File: config.mk
export PLATFORM = sky130hd
export DESIGN_NAME = periodic_timer_slot_table
export DESIGN_NICKNAME = d
export VERILOG_FILES = /design/src/sv/ptst_pkg.sv /design/src/sv/ptst_cell.sv /design/src/sv/periodic_timer_slot_table.sv
export SDC_FILE = /design/constraint.sdc
export NUM_CORES = 1
export LEC_CHECK = 0
export ABC_AREA = 1
export BUFFER_PORTS_ARGS = -buffer_cell sky130_fd_sc_hd__buf_2
export CORE_MARGIN = 2
export CORE_UTILIZATION = 28
export DETAILED_ROUTE_END_ITERATION = 7
export PLACE_DENSITY = 0.42
export SLEW_MARGIN = 40
export SYNTH_ARGS = -nofsm -noshare
export SYNTH_HDL_FRONTEND = slang
export SYNTH_SLANG_ARGS = --single-unit
File: constraint.sdc
create_clock -name clk_i -period 5.7 [get_ports clk_i]
set_input_delay 0.57 -clock clk_i [delete_from_list [all_inputs] [get_ports clk_i]]
set_output_delay 0.57 -clock clk_i [all_outputs]
set_load 0.1 [all_outputs]
File: src/sv/ptst_pkg.sv
// ptst_pkg: shared types and constants of the periodic timer slot table
// used by periodic_timer_slot_table and ptst_checker
`timescale 1ns / 1ps

package ptst_pkg;

  // most firings that one tick reports
  localparam int unsigned MAX_RESULTS  = 16;
  localparam int unsigned RES_CNT_BITS = $clog2(MAX_RESULTS + 1);

  typedef enum logic [1:0] {
    CMD_TICK       = 2'd0,
    CMD_REGISTER   = 2'd1,
    CMD_UNREGISTER = 2'd2,
    CMD_CLEAR      = 2'd3
  } ptst_cmd_e;

  typedef enum logic [1:0] {
    STAT_OK        = 2'd0,
    STAT_ZERO_PER  = 2'd1,
    STAT_FULL      = 2'd2,
    STAT_NOT_USED  = 2'd3
  } ptst_status_e;

  typedef enum logic [1:0] {
    ST_IDLE,
    ST_RUN,
    ST_FLUSH
  } ptst_state_e;

  typedef struct packed {
    ptst_cmd_e   command;
    logic [15:0] period;
    logic [3:0]  slot_id;
  } ptst_in_t;

  typedef struct packed {
    logic         fired;
    logic [3:0]   slot_number;
    ptst_status_e status;
    logic         last;
  } ptst_out_t;

endpackage

File: src/sv/ptst_cell.sv
// ptst_cell: one slot of the rotating timer ring (live flag, period, count)
// takes its neighbour's slot on every shift; no package dependencies
`timescale 1ns / 1ps

module ptst_cell #(
  parameter int unsigned PERIOD_BITS = 16
) (
  input  logic                   clk_i,
  input  logic                   rst_ni,
  input  logic                   shift_i,
  input  logic                   live_i,
  input  logic [PERIOD_BITS-1:0] period_i,
  input  logic [PERIOD_BITS-1:0] count_i,
  output logic                   live_o,
  output logic [PERIOD_BITS-1:0] period_o,
  output logic [PERIOD_BITS-1:0] count_o
);

  logic                   live_q;
  logic [PERIOD_BITS-1:0] period_q;
  logic [PERIOD_BITS-1:0] count_q;

  // live flag is control state and is cleared at reset
  always_ff @(posedge clk_i or negedge rst_ni) begin
    if (!rst_ni) begin
      live_q <= 1'b0;
    end else if (shift_i) begin
      live_q <= live_i;
    end
  end

  // period and count only matter while live
  always_ff @(posedge clk_i) begin
    if (shift_i) begin
      period_q <= period_i;
      count_q  <= count_i;
    end
  end

  assign live_o   = live_q;
  assign period_o = period_q;
  assign count_o  = count_q;

endmodule

File: src/sv/periodic_timer_slot_table.sv
// periodic_timer_slot_table: top level, ring of ptst_cell slots and a sequencer
// depends on ptst_pkg and ptst_cell
`timescale 1ns / 1ps

// Usage
//   in_valid_i / in_stall_o / in_data_i carry one command word (tick, register,
//   unregister, clear). out_valid_o / out_stall_i / out_data_o carry result words.
//   The slots sit in a ring of SLOTS cells that rotates one place per cycle
//   while a command runs and the output is not stalled; the cell at the head
//   is updated by the command as it passes, so every command takes one full
//   rotation of the ring after it is accepted, and the flush state then loads
//   the final word into the output register.
//   in_stall_o stays high from acceptance until the final word is in the
//   output register. A tick gives one word per firing slot, up to MAX_RESULTS, in slot order
//   (none if nothing fires); every other command gives exactly one word.
//   The final word of a command carries last=1.
//   While out_stall_i holds a waiting word, the ring stops and resumes
//   when the output register is free, so nothing is lost.
//   Reset empties the table (all slots free) and drops any word in flight.

module periodic_timer_slot_table
  import ptst_pkg::*;
#(
  parameter int unsigned SLOTS       = 16,
  parameter int unsigned PERIOD_BITS = 16
) (
  input  logic      clk_i,
  input  logic      rst_ni,
  input  logic      in_valid_i,
  output logic      in_stall_o,
  input  ptst_in_t  in_data_i,
  output logic      out_valid_o,
  input  logic      out_stall_i,
  output ptst_out_t out_data_o
);

  localparam int unsigned SB = (SLOTS > 1) ? $clog2(SLOTS) : 1;

  // ring of cells
  logic                   live   [SLOTS];
  logic [PERIOD_BITS-1:0] period [SLOTS];
  logic [PERIOD_BITS-1:0] count  [SLOTS];

  logic                   head_live;
  logic [PERIOD_BITS-1:0] head_period;
  logic [PERIOD_BITS-1:0] head_count;
  logic                   shift;

  for (genvar i = 0; i < SLOTS; i++) begin : g_cell
    if (i == SLOTS - 1) begin : g_tail
      ptst_cell #(.PERIOD_BITS(PERIOD_BITS)) u_cell (
        .clk_i   (clk_i),
        .rst_ni  (rst_ni),
        .shift_i (shift),
        .live_i  (head_live),
        .period_i(head_period),
        .count_i (head_count),
        .live_o  (live[i]),
        .period_o(period[i]),
        .count_o (count[i])
      );
    end else begin : g_body
      ptst_cell #(.PERIOD_BITS(PERIOD_BITS)) u_cell (
        .clk_i   (clk_i),
        .rst_ni  (rst_ni),
        .shift_i (shift),
        .live_i  (live[i+1]),
        .period_i(period[i+1]),
        .count_i (count[i+1]),
        .live_o  (live[i]),
        .period_o(period[i]),
        .count_o (count[i])
      );
    end
  end

  // sequencer registers
  ptst_state_e             state_q, state_d;
  ptst_in_t                cmd_q, cmd_d;
  logic [SB-1:0]           step_q, step_d;
  logic                    pend_valid_q, pend_valid_d;
  logic [3:0]              pend_slot_q, pend_slot_d;
  logic [RES_CNT_BITS-1:0] rep_cnt_q, rep_cnt_d;
  logic                    found_q, found_d;
  logic [3:0]              found_slot_q, found_slot_d;
  logic                    hit_q, hit_d;
  logic                    out_valid_q, out_valid_d;
  ptst_out_t               out_q, out_d;

  logic                   adv;
  logic [PERIOD_BITS-1:0] per_m;
  logic [47:0]            per_wide;
  logic [7:0]             step_w;
  logic                   id_match;

  assign adv      = !out_valid_q || !out_stall_i;
  assign per_wide = 48'(cmd_q.period);
  assign per_m    = per_wide[PERIOD_BITS-1:0];
  assign step_w   = 8'(step_q);
  assign id_match = (32'(cmd_q.slot_id) == 32'(step_q));

  // next state, head cell update and result words
  always_comb begin
    state_d      = state_q;
    cmd_d        = cmd_q;
    step_d       = step_q;
    pend_valid_d = pend_valid_q;
    pend_slot_d  = pend_slot_q;
    rep_cnt_d    = rep_cnt_q;
    found_d      = found_q;
    found_slot_d = found_slot_q;
    hit_d        = hit_q;
    out_valid_d  = out_valid_q && out_stall_i;
    out_d        = out_q;
    shift        = 1'b0;
    head_live    = live[0];
    head_period  = period[0];
    head_count   = count[0];
    case (state_q)
      ST_IDLE: begin
        if (in_valid_i) begin
          cmd_d        = in_data_i;
          step_d       = '0;
          pend_valid_d = 1'b0;
          rep_cnt_d    = '0;
          found_d      = 1'b0;
          hit_d        = 1'b0;
          state_d      = ST_RUN;
        end
      end
      ST_RUN: begin
        if (adv) begin
          shift = 1'b1;
          case (cmd_q.command)
            CMD_TICK: begin
              if (live[0]) begin
                if (count[0] == period[0]) begin
                  head_count = '0;
                  if (32'(rep_cnt_q) < MAX_RESULTS) begin
                    if (pend_valid_q) begin
                      out_valid_d       = 1'b1;
                      out_d.fired       = 1'b1;
                      out_d.slot_number = pend_slot_q;
                      out_d.status      = STAT_OK;
                      out_d.last        = 1'b0;
                    end
                    pend_valid_d = 1'b1;
                    pend_slot_d  = step_w[3:0];
                    rep_cnt_d    = rep_cnt_q + RES_CNT_BITS'(1);
                  end
                end else begin
                  head_count = count[0] + PERIOD_BITS'(1);
                end
              end
            end
            CMD_REGISTER: begin
              if (per_m != '0 && !found_q && !live[0]) begin
                head_live    = 1'b1;
                head_period  = per_m;
                head_count   = '0;
                found_d      = 1'b1;
                found_slot_d = step_w[3:0];
              end
            end
            CMD_UNREGISTER: begin
              if (id_match && live[0]) begin
                head_live = 1'b0;
                hit_d     = 1'b1;
              end
            end
            CMD_CLEAR: begin
              head_live = 1'b0;
            end
            default: begin
              head_live = live[0];
            end
          endcase
          step_d = step_q + SB'(1);
          if (step_q == SB'(SLOTS - 1)) begin
            step_d  = '0;
            state_d = ST_FLUSH;
          end
        end
      end
      ST_FLUSH: begin
        if (adv) begin
          state_d           = ST_IDLE;
          out_d.fired       = 1'b0;
          out_d.slot_number = '0;
          out_d.status      = STAT_OK;
          out_d.last        = 1'b1;
          out_valid_d       = 1'b1;
          case (cmd_q.command)
            CMD_TICK: begin
              out_valid_d       = pend_valid_q;
              out_d.fired       = 1'b1;
              out_d.slot_number = pend_slot_q;
            end
            CMD_REGISTER: begin
              if (per_m == '0) begin
                out_d.status = STAT_ZERO_PER;
              end else if (!found_q) begin
                out_d.status = STAT_FULL;
              end else begin
                out_d.slot_number = found_slot_q;
              end
            end
            CMD_UNREGISTER: begin
              out_d.slot_number = cmd_q.slot_id;
              if (!hit_q) begin
                out_d.status = STAT_NOT_USED;
              end
            end
            default: begin
              out_d.slot_number = '0;
            end
          endcase
        end
      end
      default: begin
        state_d = ST_IDLE;
      end
    endcase
  end

  // control registers
  always_ff @(posedge clk_i or negedge rst_ni) begin
    if (!rst_ni) begin
      state_q      <= ST_IDLE;
      step_q       <= '0;
      pend_valid_q <= 1'b0;
      rep_cnt_q    <= '0;
      found_q      <= 1'b0;
      hit_q        <= 1'b0;
      out_valid_q  <= 1'b0;
    end else begin
      state_q      <= state_d;
      step_q       <= step_d;
      pend_valid_q <= pend_valid_d;
      rep_cnt_q    <= rep_cnt_d;
      found_q      <= found_d;
      hit_q        <= hit_d;
      out_valid_q  <= out_valid_d;
    end
  end

  // payload registers
  always_ff @(posedge clk_i) begin
    cmd_q        <= cmd_d;
    pend_slot_q  <= pend_slot_d;
    found_slot_q <= found_slot_d;
    out_q        <= out_d;
  end

  assign in_stall_o  = (state_q != ST_IDLE);
  assign out_valid_o = out_valid_q;
  assign out_data_o  = out_q;

endmodule

==> metrics.md <==
| Metric | Value |
|---|---|
| Predominant post-synthesis flop cell | `sky130_fd_sc_hd__edfxtp_1` |
| Clock net sink count | `581` |
| EDFF count, synth | `550` |
| Fraction of final layout cells with drive strength greater than 1 | `0.121` |
| CP max FO | `54` |
| Worst endpoint data arrival time | `3.50 ns` |
| Aggregate negative setup slack | `0 ns` |
| DR WL/cell | `14.6 um` |
| CP startpoint | `state_q[1]$_DFFE_PN0P_` |
| Logic pwr share | `0.138` |
| Sum of net half-perimeters after detailed placement | `17.9 mm` |
| Worst r2r dst | `found_slot_q[3]$_DFFE_PP_` |
| Most instantiated library cell after synthesis | `sky130_fd_sc_hd__edfxtp_1` |
| Power consumption | `13.0 mW` |
| Most numerous cell types in the synthesized netlist | `550 x sky130_fd_sc_hd__edfxtp_1, 227 x sky130_fd_sc_hd__nand2_1, 68 x sky130_fd_sc_hd__inv_1, 38 x sky130_fd_sc_hd__o21ai_0, 33 x sky130_fd_sc_hd__nor2_1` |
| Growth of design area from synthesis to finish | `16.9%` |
| Ys async rst share | `0.0534` |
| Final GP Congestion | `0.759` |
| Net Sw Frac | `0.273` |
| Max Clock Freq | `0.313 GHz` |
| Busiest metal layer after global routing | `met1` |
| Root Buffer Master | `sky130_fd_sc_hd__clkbuf_16` |
| Initial detailed-routing violation count | `629` |
| Post-Synthesis Net Count | `1121` |
| Number of iterations in the first detailed-routing pass | `6` |
| Count of mapped cells out of synthesis | `1085` |
| GRT Util Overall | `0.0890` |
| Antenna violations before repair | `0` |
| DRC viols | `0` |
| Chip Width | `269 um` |
| Fin. Hold Viols | `0` |
| Mean number of vias per cell | `3.99` |
| Outcome | `complete, no violations` |
| Number of register bits inferred by synthesis | `581` |
| Synth Area per Inst | `18.1 um2` |
| Clock insertion delay at the later pin of the skew report | `0.61 ns` |
| Worst Setup End Kind | `register` |
| Class of the tightest hold or removal check | `in -> reg` |
| Number of nets in the layout | `1208` |
| Reg2Reg Depth | `7` |
| Area leader, netlist | `sky130_fd_sc_hd__edfxtp_1` |
| Max Clock Skew | `0.0251 ns` |
| Clock edge transition at the registers on the reported setup and hold paths | `0.06 ns` |
| H-tree level count | `2` |
| Full die area | `72400 um2` |
| Count of port buffers added during placement | `35` |
| Top-area cell type share of the netlist area | `0.839` |
| Standard-cell rows | `97` |
| Cell count after placement | `2048` |
| Required arrival time at the worst endpoint | `6.01 ns` |
| Sequential share of the synthesized area | `0.879` |
| Kind of start point of the critical path | `register` |
| Area taken by multi-input logic gates | `2000 um2` |
| Power per Cell Area | `567 nW/um2` |
| Count of maximum capacitance violations | `0` |
| Sequential share of power | `0.571` |
| Main combinational cell family by area after synthesis | `simple AND/OR/NAND/NOR gates` |
| Internal | `9.48 mW` |
| Post-CTS repair timing setup buffer count | `0` |
| Max VDD drop | `0.000396 V` |
| Part of the power in the clock network | `0.291` |
| Leftover overflow at the end of global routing | `0` |
| Met1 track demand over resource | `0.128` |
| Starting utilization of the core area | `0.282` |
| Die height | `269 um` |
| Largest cells by area after synthesis | `sky130_fd_sc_hd__edfxtp_1 84%, sky130_fd_sc_hd__nand2_1 4.3%, sky130_fd_sc_hd__dfrtp_1 3.9%` |
| Mux contribution to synthesized area | `0` |
| Maximum number of pins on one net before global-route repair | `109` |
| Routed wire length | `31.6 mm` |
| Max-slew headroom at the worst pin | `0.466` |
| R2R setup slack | `2.51 ns` |
| Antenna viol nets, final | `0` |
| Final number of max-transition violations | `0` |
| Mapped Area | `19700 um2` |
| Pin slew with the least headroom to its limit | `0.800 ns` |
| Area fraction in and, or, nand and nor cells after synthesis | `0.0706` |
| Finished Layout Cells | `2160` |
| Yosys cell types | `34` |
| Total number of vias | `8629` |
| Static leakage | `8.04 nW` |
| Setup violators final | `0` |
| CTS tree | `done` |
| Area occupied by registers | `17300 um2` |
| Met3 track demand over resource in global routing | `0.0234` |
| Period utilisation layout | `0.560` |
| RSZ-0062 raised after global routing | `false` |
| Crit path capture | `found_slot_q[3]$_DFFE_PP_` |
| Post-synthesis share of cell area spent on full adders, half adders and majority gates | `0.00636` |
| Filler Cell Count | `6693` |
| Period minus WS final | `3.19 ns` |
| Clock Tree Buf Depth | `3` |
| Worst Setup Slack, final | `2.51 ns` |
| Net load switching power | `3.56 mW` |
| Number of placed I/O pins | `36` |
| Met2 Usage GRT | `0.128` |
| Compound-Gate Fraction of Synth Area | `0.0165` |
| Inserted Clock Buffers | `61` |
| Wire length of the first global-routing pass | `49.9 mm` |
| Diodes inserted | `0` |
| Critical R2R Launch | `state_q[1]$_DFFE_PN0P_` |
| Worst setup path category | `reg -> reg` |
| Warnings from Yosys | `0` |
| Core Region | `69800 um2` |
| Placement Setup Slack | `2.13 ns` |
| Vias in the first global route | `8872` |
| Post-synthesis share of cell area spent on xor and xnor gates | `0.00801` |
## worst min-delay path by stage
stage                                              startpoint                                             end  slack (ns)  cells after the start
6_report                                        in_data_i[17]                             per_m[13]$_DFFE_PP_        0.13                      1
5_1_grt                                         in_data_i[15]                             per_m[11]$_DFFE_PP_        0.08                      1
4_1_cts                                                rst_ni      g_cell[3].g_body.u_cell.live_o$_DFFE_PN0P_       0.007                      1
3_5_place_dp   g_cell[11].g_body.u_cell.period_o[2]$_DFFE_PP_  g_cell[10].g_body.u_cell.period_o[2]$_DFFE_PP_        0.40                      0
3_3_place_gp   g_cell[15].g_tail.u_cell.count_o[15]$_DFFE_PP_  g_cell[14].g_body.u_cell.count_o[15]$_DFFE_PP_        0.40                      0
2_1_floorplan                                          rst_ni                             found_q$_DFFE_PN0P_        0.27                      0
## cells in the final DEF (no fill, tap or decap), drive strengths merged, types with 28 or more instances in the layout
cell type / count
clkbuf: 76
nand2: 231
o21ai: 44
edfxtp: 550
nor2: 37
nand3: 36
dfrtp: 31
buf: 44
inv: 72
clkinv: 28
## registers in the layout, summed over array words and instances (netlist names), 2 cells and up
register,cells
step_q,4
g_cell.g_tail.u_cell.period_o,16
g_cell.g_tail.u_cell.count_o,16
g_cell.g_body.u_cell.count_o,240
found_slot_q,4
per_m,16
out_data_o,8
state_q,2
rep_cnt_q,5
pend_slot_q,4
g_cell.g_body.u_cell.period_o,240
g_cell.g_body.u_cell.live_o,15
cmd_q,6
## through the flow
stage          hold WS, ns   util  instance area, um2
2_1_floorplan        0.274      -               19700
3_3_place_gp         0.400  0.301               21000
3_5_place_dp         0.405  0.302               21100
4_1_cts            0.00717  0.329               23000
5_1_grt             0.0826  0.330               23000
6_report             0.135  0.330               23000
## cells by family after synthesis
| family | after synthesis |
|---|---|
| AND/OR/NAND/NOR | 324 |
| flip-flops | 581 |
| adder cells (fa/ha/maj) | 10 |
| buffers and inverters | 92 |
| XOR/XNOR | 18 |
| AO/OA/AOI/OAI | 60 |
## layer usage
layer	up-vias	wire length, um
li1	4108	-
met1	4316	16000
met2	143	13500
met3	62	1390
met4	0	782
met5	-	0
## power by group through the flow
stage	logic (mW)	registers, mW	clock network, mW
2_1_floorplan	1.17	7.59	0
3_3_place_gp	1.72	7.53	0
3_5_place_dp	1.85	7.53	0
4_1_cts	1.84	7.48	3.95
5_1_grt	2.03	7.61	4.13
6_report	1.80	7.44	3.80
## critical path, cell delays in order, from the launching register on
cell                      delay (ns)
sky130_fd_sc_hd__dfrtp_1        0.40
sky130_fd_sc_hd__inv_1          0.09
sky130_fd_sc_hd__ha_1           0.41
sky130_fd_sc_hd__nand2_2        0.40
sky130_fd_sc_hd__inv_8          0.43
sky130_fd_sc_hd__nand4_1        0.58
sky130_fd_sc_hd__buf_4          0.42
sky130_fd_sc_hd__inv_1          0.15
## cell type report
| type | count | share of cell area |
|---|---|---|
| Tap cell | 940 | 0.0511 |
| Sequential cell | 581 | 0.752 |
| Multi-Input combinational cell | 412 | 0.0870 |
| Clock buffer | 76 | 0.0707 |
| Timing Repair Buffer | 45 | 0.0150 |
| Inverter | 71 | 0.0119 |
| Clock inverter | 35 | 0.0125 |
## what timing repair did
item,CTS,global route
hold endpoints to repair,0,31
hold buffers,0,1
gates resized for setup,0,0
No activity file was read; power rests on OpenSTA's default activity.
